===== config.mk =====
export PLATFORM = sky130hd
export DESIGN_NAME = xorshift64star_prng_unit
export DESIGN_NICKNAME = d
export VERILOG_FILES = /design/src/hw/rtl/xsp_pkg.sv /design/src/hw/rtl/xsp_ctrl.sv /design/src/hw/rtl/xsp_datapath.sv /design/src/hw/rtl/xorshift64star_prng_unit.sv
export SDC_FILE = /design/constraint.sdc
export NUM_CORES = 2
export LEC_CHECK = 0
export ABC_AREA = 1
export BUFFER_PORTS_ARGS = -buffer_cell sky130_fd_sc_hd__buf_2
export CORE_UTILIZATION = 37
export CTS_CLUSTER_DIAMETER = 40
export DETAILED_ROUTE_END_ITERATION = 16
export PLACE_DENSITY = 0.54
export SYNTH_ARGS = -nofsm -noshare
export SYNTH_HDL_FRONTEND = slang
export SYNTH_HIERARCHICAL = 1
export SYNTH_SLANG_ARGS = --single-unit

===== constraint.sdc =====
create_clock -name clk -period 14.6 [get_ports clk]
set_input_delay 0.73 -clock clk [delete_from_list [all_inputs] [get_ports clk]]
set_output_delay 0.73 -clock clk [all_outputs]
set_load 0.01 [all_outputs]

===== src/hw/rtl/xsp_pkg.sv =====
// Package for the xorshift64* generator: types, constants and hash/scramble functions.
`timescale 1ns / 1ps

package xsp_pkg;

	localparam int WORD_W     = 64;
	localparam int HALF_W     = WORD_W / 2;
	localparam int CNT_W      = 3;
	localparam int HASH_STEPS = 7;
	localparam int MUL_STEPS  = 3;
	localparam int OUT_W      = 3 * WORD_W;

	localparam logic [WORD_W-1:0] MULTIPLIER   = 64'h2545_F491_4F6C_DD1D;
	localparam logic [WORD_W-1:0] DEFAULT_SEED = 64'h0139_408D_CBBF_7A44;

	typedef enum logic [1:0] {
		OP_DRAW   = 2'd0,
		OP_RESEED = 2'd1,
		OP_LOAD   = 2'd2
	} op_t;

	typedef enum logic [2:0] {
		ST_IDLE,
		ST_HASH,
		ST_HCHK,
		ST_MUL,
		ST_FINISH
	} xsp_state_t;

	typedef struct packed {
		logic             accept;
		logic             hash_en;
		logic             mul_en;
		logic [CNT_W-1:0] cnt;
		logic             state_from_work;
		logic             out_load;
	} xsp_cmd_t;

	typedef struct packed {
		logic work_zero;
	} xsp_sts_t;

	// one step of the 64-bit integer hash
	function automatic logic [WORD_W-1:0] wang_step(input logic [WORD_W-1:0] k,
			input logic [CNT_W-1:0] idx);
		logic [WORD_W-1:0] r;
		case (idx)
			3'd0: r = (~k) + (k << 21);
			3'd1: r = k ^ (k >> 24);
			3'd2: r = k + (k << 3) + (k << 8);
			3'd3: r = k ^ (k >> 14);
			3'd4: r = k + (k << 2) + (k << 4);
			3'd5: r = k ^ (k >> 28);
			3'd6: r = k + (k << 31);
			default: r = k;
		endcase
		return r;
	endfunction

	// full hash, used for the reset constant only
	function automatic logic [WORD_W-1:0] wang_mix(input logic [WORD_W-1:0] k);
		logic [WORD_W-1:0] r;
		r = k;
		for (int i = 0; i < HASH_STEPS; i++) begin
			r = wang_step(r, CNT_W'(i));
		end
		return r;
	endfunction

	function automatic logic [WORD_W-1:0] xorshift(input logic [WORD_W-1:0] s);
		logic [WORD_W-1:0] r;
		r = s ^ (s >> 12);
		r = r ^ (r << 25);
		r = r ^ (r >> 27);
		return r;
	endfunction

	localparam logic [WORD_W-1:0] RESET_STATE = wang_mix(DEFAULT_SEED);

endpackage


===== src/hw/rtl/xsp_ctrl.sv =====
// Controller state machine: handshakes, hash and multiply sequencing.
`timescale 1ns / 1ps

module xsp_ctrl
	import xsp_pkg::*;
(
	input  logic     clk,
	input  logic     arst_n,
	input  logic     s_tvalid,
	output logic     s_tready,
	input  logic [1:0] s_tuser,
	output logic     m_tvalid,
	input  logic     m_tready,
	input  xsp_sts_t sts,
	output xsp_cmd_t cmd
);

	xsp_state_t state_q, state_d;
	logic [CNT_W-1:0] cnt_q, cnt_d;
	logic pass_q, pass_d;
	logic m_tvalid_q;
	logic out_free;

	assign out_free = !m_tvalid_q || m_tready;
	assign m_tvalid = m_tvalid_q;

	always_ff @(posedge clk or negedge arst_n) begin
		if (!arst_n) begin
			state_q    <= ST_IDLE;
			cnt_q      <= '0;
			pass_q     <= 1'b0;
			m_tvalid_q <= 1'b0;
		end else begin
			state_q <= state_d;
			cnt_q   <= cnt_d;
			pass_q  <= pass_d;
			if (cmd.out_load) begin
				m_tvalid_q <= 1'b1;
			end else if (m_tready) begin
				m_tvalid_q <= 1'b0;
			end
		end
	end

	always_comb begin
		state_d  = state_q;
		cnt_d    = cnt_q;
		pass_d   = pass_q;
		cmd      = '0;
		cmd.cnt  = cnt_q;
		s_tready = 1'b0;
		case (state_q)
			ST_IDLE: begin
				s_tready = 1'b1;
				if (s_tvalid) begin
					cmd.accept = 1'b1;
					cnt_d      = '0;
					pass_d     = 1'b0;
					case (s_tuser)
						OP_DRAW:   state_d = ST_MUL;
						OP_RESEED: state_d = ST_HASH;
						default:   state_d = ST_FINISH;
					endcase
				end
			end
			ST_HASH: begin
				cmd.hash_en = 1'b1;
				if (cnt_q == CNT_W'(HASH_STEPS - 1)) begin
					cnt_d   = '0;
					state_d = ST_HCHK;
				end else begin
					cnt_d = cnt_q + 1'b1;
				end
			end
			ST_HCHK: begin
				if (sts.work_zero && !pass_q) begin
					pass_d  = 1'b1;
					cnt_d   = '0;
					state_d = ST_HASH;
				end else begin
					cmd.state_from_work = 1'b1;
					state_d             = ST_FINISH;
				end
			end
			ST_MUL: begin
				cmd.mul_en = 1'b1;
				if (cnt_q == CNT_W'(MUL_STEPS - 1)) begin
					cnt_d   = '0;
					state_d = ST_FINISH;
				end else begin
					cnt_d = cnt_q + 1'b1;
				end
			end
			ST_FINISH: begin
				if (out_free) begin
					cmd.out_load = 1'b1;
					state_d      = ST_IDLE;
				end
			end
			default: state_d = ST_IDLE;
		endcase
	end

`ifndef NO_ASSERTIONS
	a_load_free: assert property (@(posedge clk) disable iff (!arst_n)
		cmd.out_load |-> (!m_tvalid_q || m_tready))
		else $error("result word loaded over an untaken one");
	a_draw_mul: assert property (@(posedge clk) disable iff (!arst_n)
		(s_tvalid && s_tready && s_tuser == OP_DRAW) |=> (state_q == ST_MUL && cnt_q == '0))
		else $error("draw did not start the multiply");
	a_two_pass: assert property (@(posedge clk) disable iff (!arst_n)
		(state_q == ST_HCHK && pass_q) |=> state_q == ST_FINISH)
		else $error("more than two hash passes");
	a_hash_cnt: assert property (@(posedge clk) disable iff (!arst_n)
		(state_q == ST_HASH) |-> (cnt_q < CNT_W'(HASH_STEPS)))
		else $error("hash step out of range");
	a_mul_cnt: assert property (@(posedge clk) disable iff (!arst_n)
		(state_q == ST_MUL) |-> (cnt_q < CNT_W'(MUL_STEPS)))
		else $error("multiply step out of range");
`endif

endmodule


===== src/hw/rtl/xsp_datapath.sv =====
// Datapath: state and seed registers, hash unit, shared 32x32 multiplier, output word.
`timescale 1ns / 1ps

module xsp_datapath
	import xsp_pkg::*;
(
	input  logic              clk,
	input  logic              arst_n,
	input  xsp_cmd_t          cmd,
	input  logic [1:0]        s_tuser,
	input  logic [WORD_W-1:0] s_tdata,
	output xsp_sts_t          sts,
	output logic [OUT_W-1:0]  m_tdata
);

	logic [WORD_W-1:0] state_q;
	logic [WORD_W-1:0] seed_q;
	logic [WORD_W-1:0] work_q;
	logic [WORD_W-1:0] prod_q;
	logic [1:0]        op_q;
	logic [OUT_W-1:0]  out_q;

	logic [HALF_W-1:0] mul_a, mul_b;
	logic [WORD_W-1:0] mul_p;

	// low 64 bits of state * multiplier from three 32x32 partial products
	assign mul_a = (cmd.cnt == CNT_W'(2)) ? state_q[WORD_W-1:HALF_W] : state_q[HALF_W-1:0];
	assign mul_b = (cmd.cnt == CNT_W'(1)) ? MULTIPLIER[WORD_W-1:HALF_W]
		: MULTIPLIER[HALF_W-1:0];
	assign mul_p = WORD_W'(mul_a) * WORD_W'(mul_b);

	assign sts.work_zero = (work_q == '0);
	assign m_tdata       = out_q;

	always_ff @(posedge clk or negedge arst_n) begin
		if (!arst_n) begin
			state_q <= RESET_STATE;
			seed_q  <= DEFAULT_SEED;
		end else begin
			if (cmd.accept) begin
				case (s_tuser)
					OP_DRAW:   state_q <= xorshift(state_q);
					OP_RESEED: seed_q  <= s_tdata;
					OP_LOAD:   state_q <= s_tdata;
					default:   ;
				endcase
			end else if (cmd.state_from_work) begin
				state_q <= work_q;
			end
		end
	end

	always_ff @(posedge clk) begin
		if (cmd.accept) begin
			op_q   <= s_tuser;
			work_q <= s_tdata;
		end else if (cmd.hash_en) begin
			work_q <= wang_step(work_q, cmd.cnt);
		end
		if (cmd.mul_en) begin
			if (cmd.cnt == '0) begin
				prod_q <= mul_p;
			end else begin
				prod_q[WORD_W-1:HALF_W] <= prod_q[WORD_W-1:HALF_W] + mul_p[HALF_W-1:0];
			end
		end
		if (cmd.out_load) begin
			out_q <= {seed_q, state_q, (op_q == OP_DRAW) ? prod_q : {WORD_W{1'b0}}};
		end
	end

`ifndef NO_ASSERTIONS
	a_hash_nonzero: assert property (@(posedge clk) disable iff (!arst_n)
		cmd.state_from_work |=> state_q != '0)
		else $error("reseed left a zero state");
	a_seed_hold: assert property (@(posedge clk) disable iff (!arst_n)
		!(cmd.accept && s_tuser == OP_RESEED) |=> $stable(seed_q))
		else $error("seed changed without a reseed");
	a_no_overlap: assert property (@(posedge clk) disable iff (!arst_n)
		!(cmd.hash_en && cmd.mul_en) && !(cmd.accept && cmd.out_load))
		else $error("conflicting datapath commands");
`endif

endmodule


===== src/hw/rtl/xorshift64star_prng_unit.sv =====
// Top level of the xorshift64* generator: controller plus datapath.
//
// Usage:
//   Input words arrive on s_tvalid/s_tready; s_tuser is the opcode (0 draw,
//   1 reseed with s_tdata, 2 load s_tdata as raw state, 3 no change) and
//   s_tdata the 64-bit value. Each input word yields exactly one output word
//   on m_tvalid/m_tready, m_tdata = random, state, seed from bit 0 up.
//   Items are handled one at a time; a new word is taken in the idle cycle.
//   From acceptance to the output register the sequencer runs, by opcode:
//     load / no-op : straight to the finish state
//     draw         : three passes through one 32x32 multiplier
//     reseed       : one hash pass, and a second when the first pass yields zero
//                    (one hash step per cycle, seven steps a pass)
//   The result sits in an output register, so the next input word is taken
//   while the previous result still waits; if the receiver stalls, the
//   following item finishes and holds in the controller until the output
//   register frees. Reset loads the default seed and its hash as the state.
`timescale 1ns / 1ps

module xorshift64star_prng_unit
	import xsp_pkg::*;
(
	input  logic              clk,
	input  logic              arst_n,
	input  logic              s_tvalid,
	output logic              s_tready,
	input  logic [WORD_W-1:0] s_tdata,   // value
	input  logic [1:0]        s_tuser,   // opcode
	output logic              m_tvalid,
	input  logic              m_tready,
	output logic [OUT_W-1:0]  m_tdata    // random_value, state_value, seed_value
);

	xsp_cmd_t cmd;
	xsp_sts_t sts;

	xsp_ctrl u_ctrl (
		.clk      (clk),
		.arst_n   (arst_n),
		.s_tvalid (s_tvalid),
		.s_tready (s_tready),
		.s_tuser  (s_tuser),
		.m_tvalid (m_tvalid),
		.m_tready (m_tready),
		.sts      (sts),
		.cmd      (cmd)
	);

	xsp_datapath u_datapath (
		.clk     (clk),
		.arst_n  (arst_n),
		.cmd     (cmd),
		.s_tuser (s_tuser),
		.s_tdata (s_tdata),
		.sts     (sts),
		.m_tdata (m_tdata)
	);

endmodule


Word level (Yosys, flattened, before mapping)
Index checks and enable logic that the tools add are counted.
Operators by class
  reductions and logical operators: 22
  multipliers: 1
  bitwise operators: 7
  equal/unequal tests: 18
  muxes and demuxes: 35
  $add $sub $neg: 8
Operators with widths (number)
  64-bit one-hot mux with 7 select lines: 1
  64-bit adder: 6
  64-bit two-way mux: 4
  64-bit one-hot mux with 2 select lines: 1
  64-bit zero test: 1
  32-bit by 32-bit multiplier with 64-bit output: 1
  32-bit two-way mux: 2
  64-bit NOT: 1
  64-bit by 36-bit bitwise XOR with 64-bit output: 1
  64-bit by 37-bit bitwise XOR with 64-bit output: 1
  64-bit by 40-bit bitwise XOR with 64-bit output: 1
  64-bit by 50-bit bitwise XOR with 64-bit output: 1
  64-bit by 52-bit bitwise XOR with 64-bit output: 1
  64-bit bitwise XOR: 1
  32-bit adder: 1
  31-bit two-way mux: 1
  3-bit two-way mux: 9
  3-bit one-hot mux with 5 select lines: 1
  1-bit two-way mux: 13
  3-bit by 2-bit equality test with 1-bit output, second input constant: 4
  3-bit equality test, second input constant: 4
  3-bit one-hot mux with 4 select lines: 1
  2-bit by 1-bit inequality test with 1-bit output, second input constant: 4
  2-bit AND reduction: 4
  18 further kinds: 26
Word-level totals
  word-level logic and storage cells: 103
  output and inout bits: 194
  input port bits: 70
  flip-flop bits (word level): 458

Longest topological paths before layout
  depth in word-level cells: 6
  mapped depth: 46
  gate-level depth less buffers: 46

Hierarchy
The synthesis kept the hierarchy.
Modules (own cells, without submodules)
  xsp_datapath: instances 1, area each 65571.6 um^2, cells each 8580
  xsp_ctrl: instances 1, area each 493.0 um^2, cells each 70

Worst setup path after synthesis
OpenSTA, ideal clock, no wires.
  path kind: input to register
  start: input m_tready
  end: register u_datapath.out_q[0], in the netlist u_datapath/m_tdata[0] (enable)
  path slack: 5.158 ns
  setup time: 0.746 ns
  buffers on the path: 0
  stages on the path: 2
  data arrival time: 8.696 ns
  path through: nor2_1 -> nor2_1
RTL lines
  start, declared: line xorshift64star_prng_unit.sv:30  | input logic m_tready,
  end signal, assigned: line xsp_datapath.sv:68  | out_q <= {seed_q, state_q, (op_q == OP_DRAW) ? prod_q : {WORD_W{1'b0}}};
  end, declared: line xsp_datapath.sv:21  | logic [OUT_W-1:0] out_q;

Worst setup path after layout
  start: register u_ctrl.cnt_q[2]
  end: register u_datapath.prod_q[61], data pin
Between the ends
  cells in the longest elaborated chain, start to end: 5
Ends and longest elaborated chain
  start, declared: line xsp_ctrl.sv:19  | logic [CNT_W-1:0] cnt_q, cnt_d;
  start signal, assigned: line xsp_ctrl.sv:35  | cnt_q <= cnt_d;
  3-bit by 2-bit equality test with 1-bit output: line xsp_datapath.sv:27  | assign mul_a = (cmd.cnt == CNT_W'(2)) ? state_q[WORD_W-1:HALF_W] : state_q[HALF_W-1:0];
  32-bit two-way mux: line xsp_datapath.sv:27
  via u_datapath.mul_a[1]: line xsp_datapath.sv:23  | logic [HALF_W-1:0] mul_a, mul_b;
  32-bit by 32-bit multiplier with 64-bit output: line xsp_datapath.sv:30  | assign mul_p = WORD_W'(mul_a) * WORD_W'(mul_b);
  via u_datapath.mul_p[16]: line xsp_datapath.sv:24  | logic [WORD_W-1:0] mul_p;
  32-bit adder: line xsp_datapath.sv:64  | prod_q[WORD_W-1:HALF_W] <= prod_q[WORD_W-1:HALF_W] + mul_p[HALF_W-1:0];
  32-bit two-way mux: line xsp_datapath.sv:61  | if (cmd.cnt == '0) begin
  end signal, assigned: line xsp_datapath.sv:62  | prod_q <= mul_p;
  end signal, assigned by index: line xsp_datapath.sv:64
  end, declared: line xsp_datapath.sv:19  | logic [WORD_W-1:0] prod_q;
The timed path passes the listed nets, and every way through them passes these cells.
A chain may end at the register's enable or synchronous reset.

==> summary.txt <==
Layout
  – Fillcell total: ~18k
  – Commonest cells after routing, fill and taps aside: 1967 x nand2_1, 1763 x inv_1, 770 x nor2_1
  – Share of post-route cells with drive strength above 1: 0.08086
  – Area of the multi-input gates: 45900 um2
  – Commonest non-fill, non-tap cell in the layout: nand2_1
  – Reg area: about 13000 um2
  – Nets: ~10k
  – Area delta synth->final: 11.78%

STA
  – Clock skew: 0.1084 ns
  – Max transition margin: -0.01962
  – Post-route setup TNS: 0 ns
  – Final slew viol count: 2
  – Final hold vios: 0
  – Min Tclk post-route: around 11 ns
  – Worst Tran Pin Value: around 1.5 ns
  – Final setup viols: 0
  – RSZ-0062 raised after global routing: no
  – FMAX: between 90 and 100 MHz
  – Fin crit share: 0.7396

GRT
  – Initial antenna violation count: 11
  – Via count of the first global-routing pass: 60.99k
  – Grt ovf: 0
  – First-pass GRT wire length: roughly 440000 um
  – Largest net degree at the start of global routing: 148
  – GRT Total Usage: 0.3457

Setup path
  – Crit Path Max Fanout: 26
  – Slowest stage delay, CP: 0.85 ns
  – Critical path type: reg2reg
  – CP max stage cell: nor2_1
  – Critical Path AT: 11.22 ns
  – Crit-path leading delay family: adder cells
  – Critical path data required time: between 15 and 20 ns
  – Nature of the critical path endpoint: register
  – CP Buf/Inv Count: 10
  – Critical path launch point type: register
  – CP most frequent cell: inv_1

Detailed routing
  – Vias post-DR: slightly above 60k
  – Vias per cell: 5.383
  – DRT Pass-1 Iters: 6
  – Number of remaining DRC errors: 0
  – Iter 0 DRT Violations: approximately 6k
  – Post-DRT Antenna Nets: 0
  – Post-Route WL: around 310000 um
  – Mean routed wirelength per cell: around 27 um

Yosys
  – Largest area contributor in the netlist: fa_1
  – Syn_area_per_cell: between 7 and 8 um2
  – Yosys warning count: 6
  – Async SR Flop Fraction: 0.2969
  – Top cells by area, synth: fa_1 22%, edfxtp_1 15%, ha_1 12%
  – Post-synth EDFFs: approximately 320
  – Post-synthesis sequential area ratio: 0.1990
  – Synth top area share: 0.2179
  – Post-synth top flop: edfxtp_1
  – Synth cell types: 64
  – Mapped cell area: between 60000 and 70000 um2
  – Yosys reg bits: between 400 and 500
  – Cells after Synth: a little under 9k

Clock tree
  – CTS root buf: clkbuf_16
  – Max clock buf depth: 3
  – Num CTS Buffers: 83
  – # clock sinks: around 460
  – H-tree Lvls: 3
  – Postcts setup bufs: 0
  – PostCTS Resize Cnt: 0
  – Worst-path clk slew: 0.06 ns
  – Hold_buf cts: 0
  – TritonCTS clock tree: done
  – Worst skew pair latency: approximately 0.73 ns

Placement
  – Detailed placer's ending HPWL: 261400 um
  – GPL Wtd Cong: ~1.1
  – IO buf count: ~260

Die
  – Die X: about 420 um
  – # IOs: between 200 and 300
  – Die H: ~420 um
  – Die ar.: approximately 180000 um2
  – Rows: 154
  – Starting Density: 0.3739
  – Core ar.: 176700 um2

Hold path
  – Type of the worst min-delay path: in2async

Run status
  – Outcome: finished with violations
  – Violated checks: max-capacitance violations, max-slew violations

Flow run
  – Max-cap violation count: 1
-- cell type report --
| type | count | area share |
|---|---|---|
| clock inverters | 56 | 0.008709 |
| flip-flops and latches | 458 | 0.1780 |
| well taps | 2340 | 0.03965 |
| inverters | 1776 | 0.09031 |
| repair buffers | 391 | 0.03109 |
| clock buffers | 100 | 0.03038 |
| diodes | 10 | 0.0003389 |
| multi-input cells | 6309 | 0.6215 |
-- registers in the layout, summed over array words and instances, names as in the netlist, 2 cells and up --
| register | count |
|---|---|
| u_datapath/work_q | 64 |
| u_ctrl/cnt_q | 3 |
| u_datapath/m_tdata | 192 |
| u_ctrl/state_q | 3 |
| u_datapath/prod_q | 64 |
| u_datapath/state_q | 64 |
| u_datapath/seed_q | 64 |
| u_datapath/op_q | 2 |
-- synth_stat cells (43+ instances only) --
library cell,n
xnor2_1,123
or2_2,43
edfxtp_1,322
inv_1,1764
mux2_2,54
ha_1,630
fa_1,719
clkbuf_1,127
nand2_1,1968
nor2_1,775
dfstp_2,58
o21bai_1,53
o21ai_0,411
nor3_1,55
nand3b_1,48
xor2_1,98
nand3_1,406
dfrtp_1,78
nand4_1,71
a21oi_1,508
-- kinds of logic (layout without fill, tap and decap cells) --
group                      Yosys count  after routing  share of synthesized area
adders and majority gates         1349           1349                     0.3372
DFF                                458            458                     0.1990
AOI/OAI and AO/OA                 1191           1191                     0.1002
muxes                               54             54                   0.009204
and+or+nand+nor                   3437           3437                     0.2143
other                                2             67                  0.0001137
buffers and inverters             1938           2323                     0.1107
xor gates and xnor gates           221            221                    0.02930
-- path summary, 6_finish.rpt --
check | startpoint | end | slack [ns] | depth (start not counted)
setup / recovery | u_ctrl/cnt_q[2] | u_datapath/prod_q[61] | 3.80 | 37
hold / removal | arst_n | u_datapath/seed_q[10] | 0.09 | 1
setup reg to reg | u_ctrl/cnt_q[2] | u_datapath/prod_q[61] | 3.80 | 37
hold reg to reg | u_datapath/seed_q[49] | u_datapath/m_tdata[177] | 0.44 | 0
max in group asynchronous | arst_n | u_ctrl/state_q[1] | 13.06 | 2
min in group clk | s_tdata[11] | u_datapath/seed_q[11] | 0.26 | 2
-- worst register-to-register path: cells and delay by family, from the launching register on --
kind	cells	cell delay (ns)
adders and majority gates	10	4.00
DFF	1	0.58
and+or+nand+nor	10	2.14
xor gates and xnor gates	1	0.54
buffers and inverters	10	1.58
AOI/OAI and AO/OA	6	1.77
-- layer usage --
| layer | vias to the layer above | global-route usage | part of all wire |
|---|---|---|---|
| li1 | 28130 | - | - |
| met4 | 8 | 0.2353 | 0.081 |
| met3 | 758 | 0.05515 | 0.069 |
| met5 | - | 0 | 0.00016 |
| met2 | 2570 | 0.5734 | 0.47 |
| met1 | 30110 | 0.4114 | 0.38 |
-- stage by stage --
stage / area, um2 / hold WS [ns] / setup WS, ns / instances / utilization
CTS: 73820 / 0.1102 / 3.830 / 11430 / 0.4178
detailed placement: 70940 / 0.4273 / 3.820 / 11270 / 0.4015
finish: 73850 / 0.09173 / 3.801 / 11440 / 0.4180
global placement: 70940 / 0.4215 / 3.700 / 11270 / 0.4015
floorplan: 66270 / 0.4194 / 5.158 / 8705 / -
global route: 73830 / 0.1698 / 3.221 / 11430 / 0.4178
Power is not shown: default switching activity piles up to over one toggle a cycle in this logic, so the estimate is an artifact.
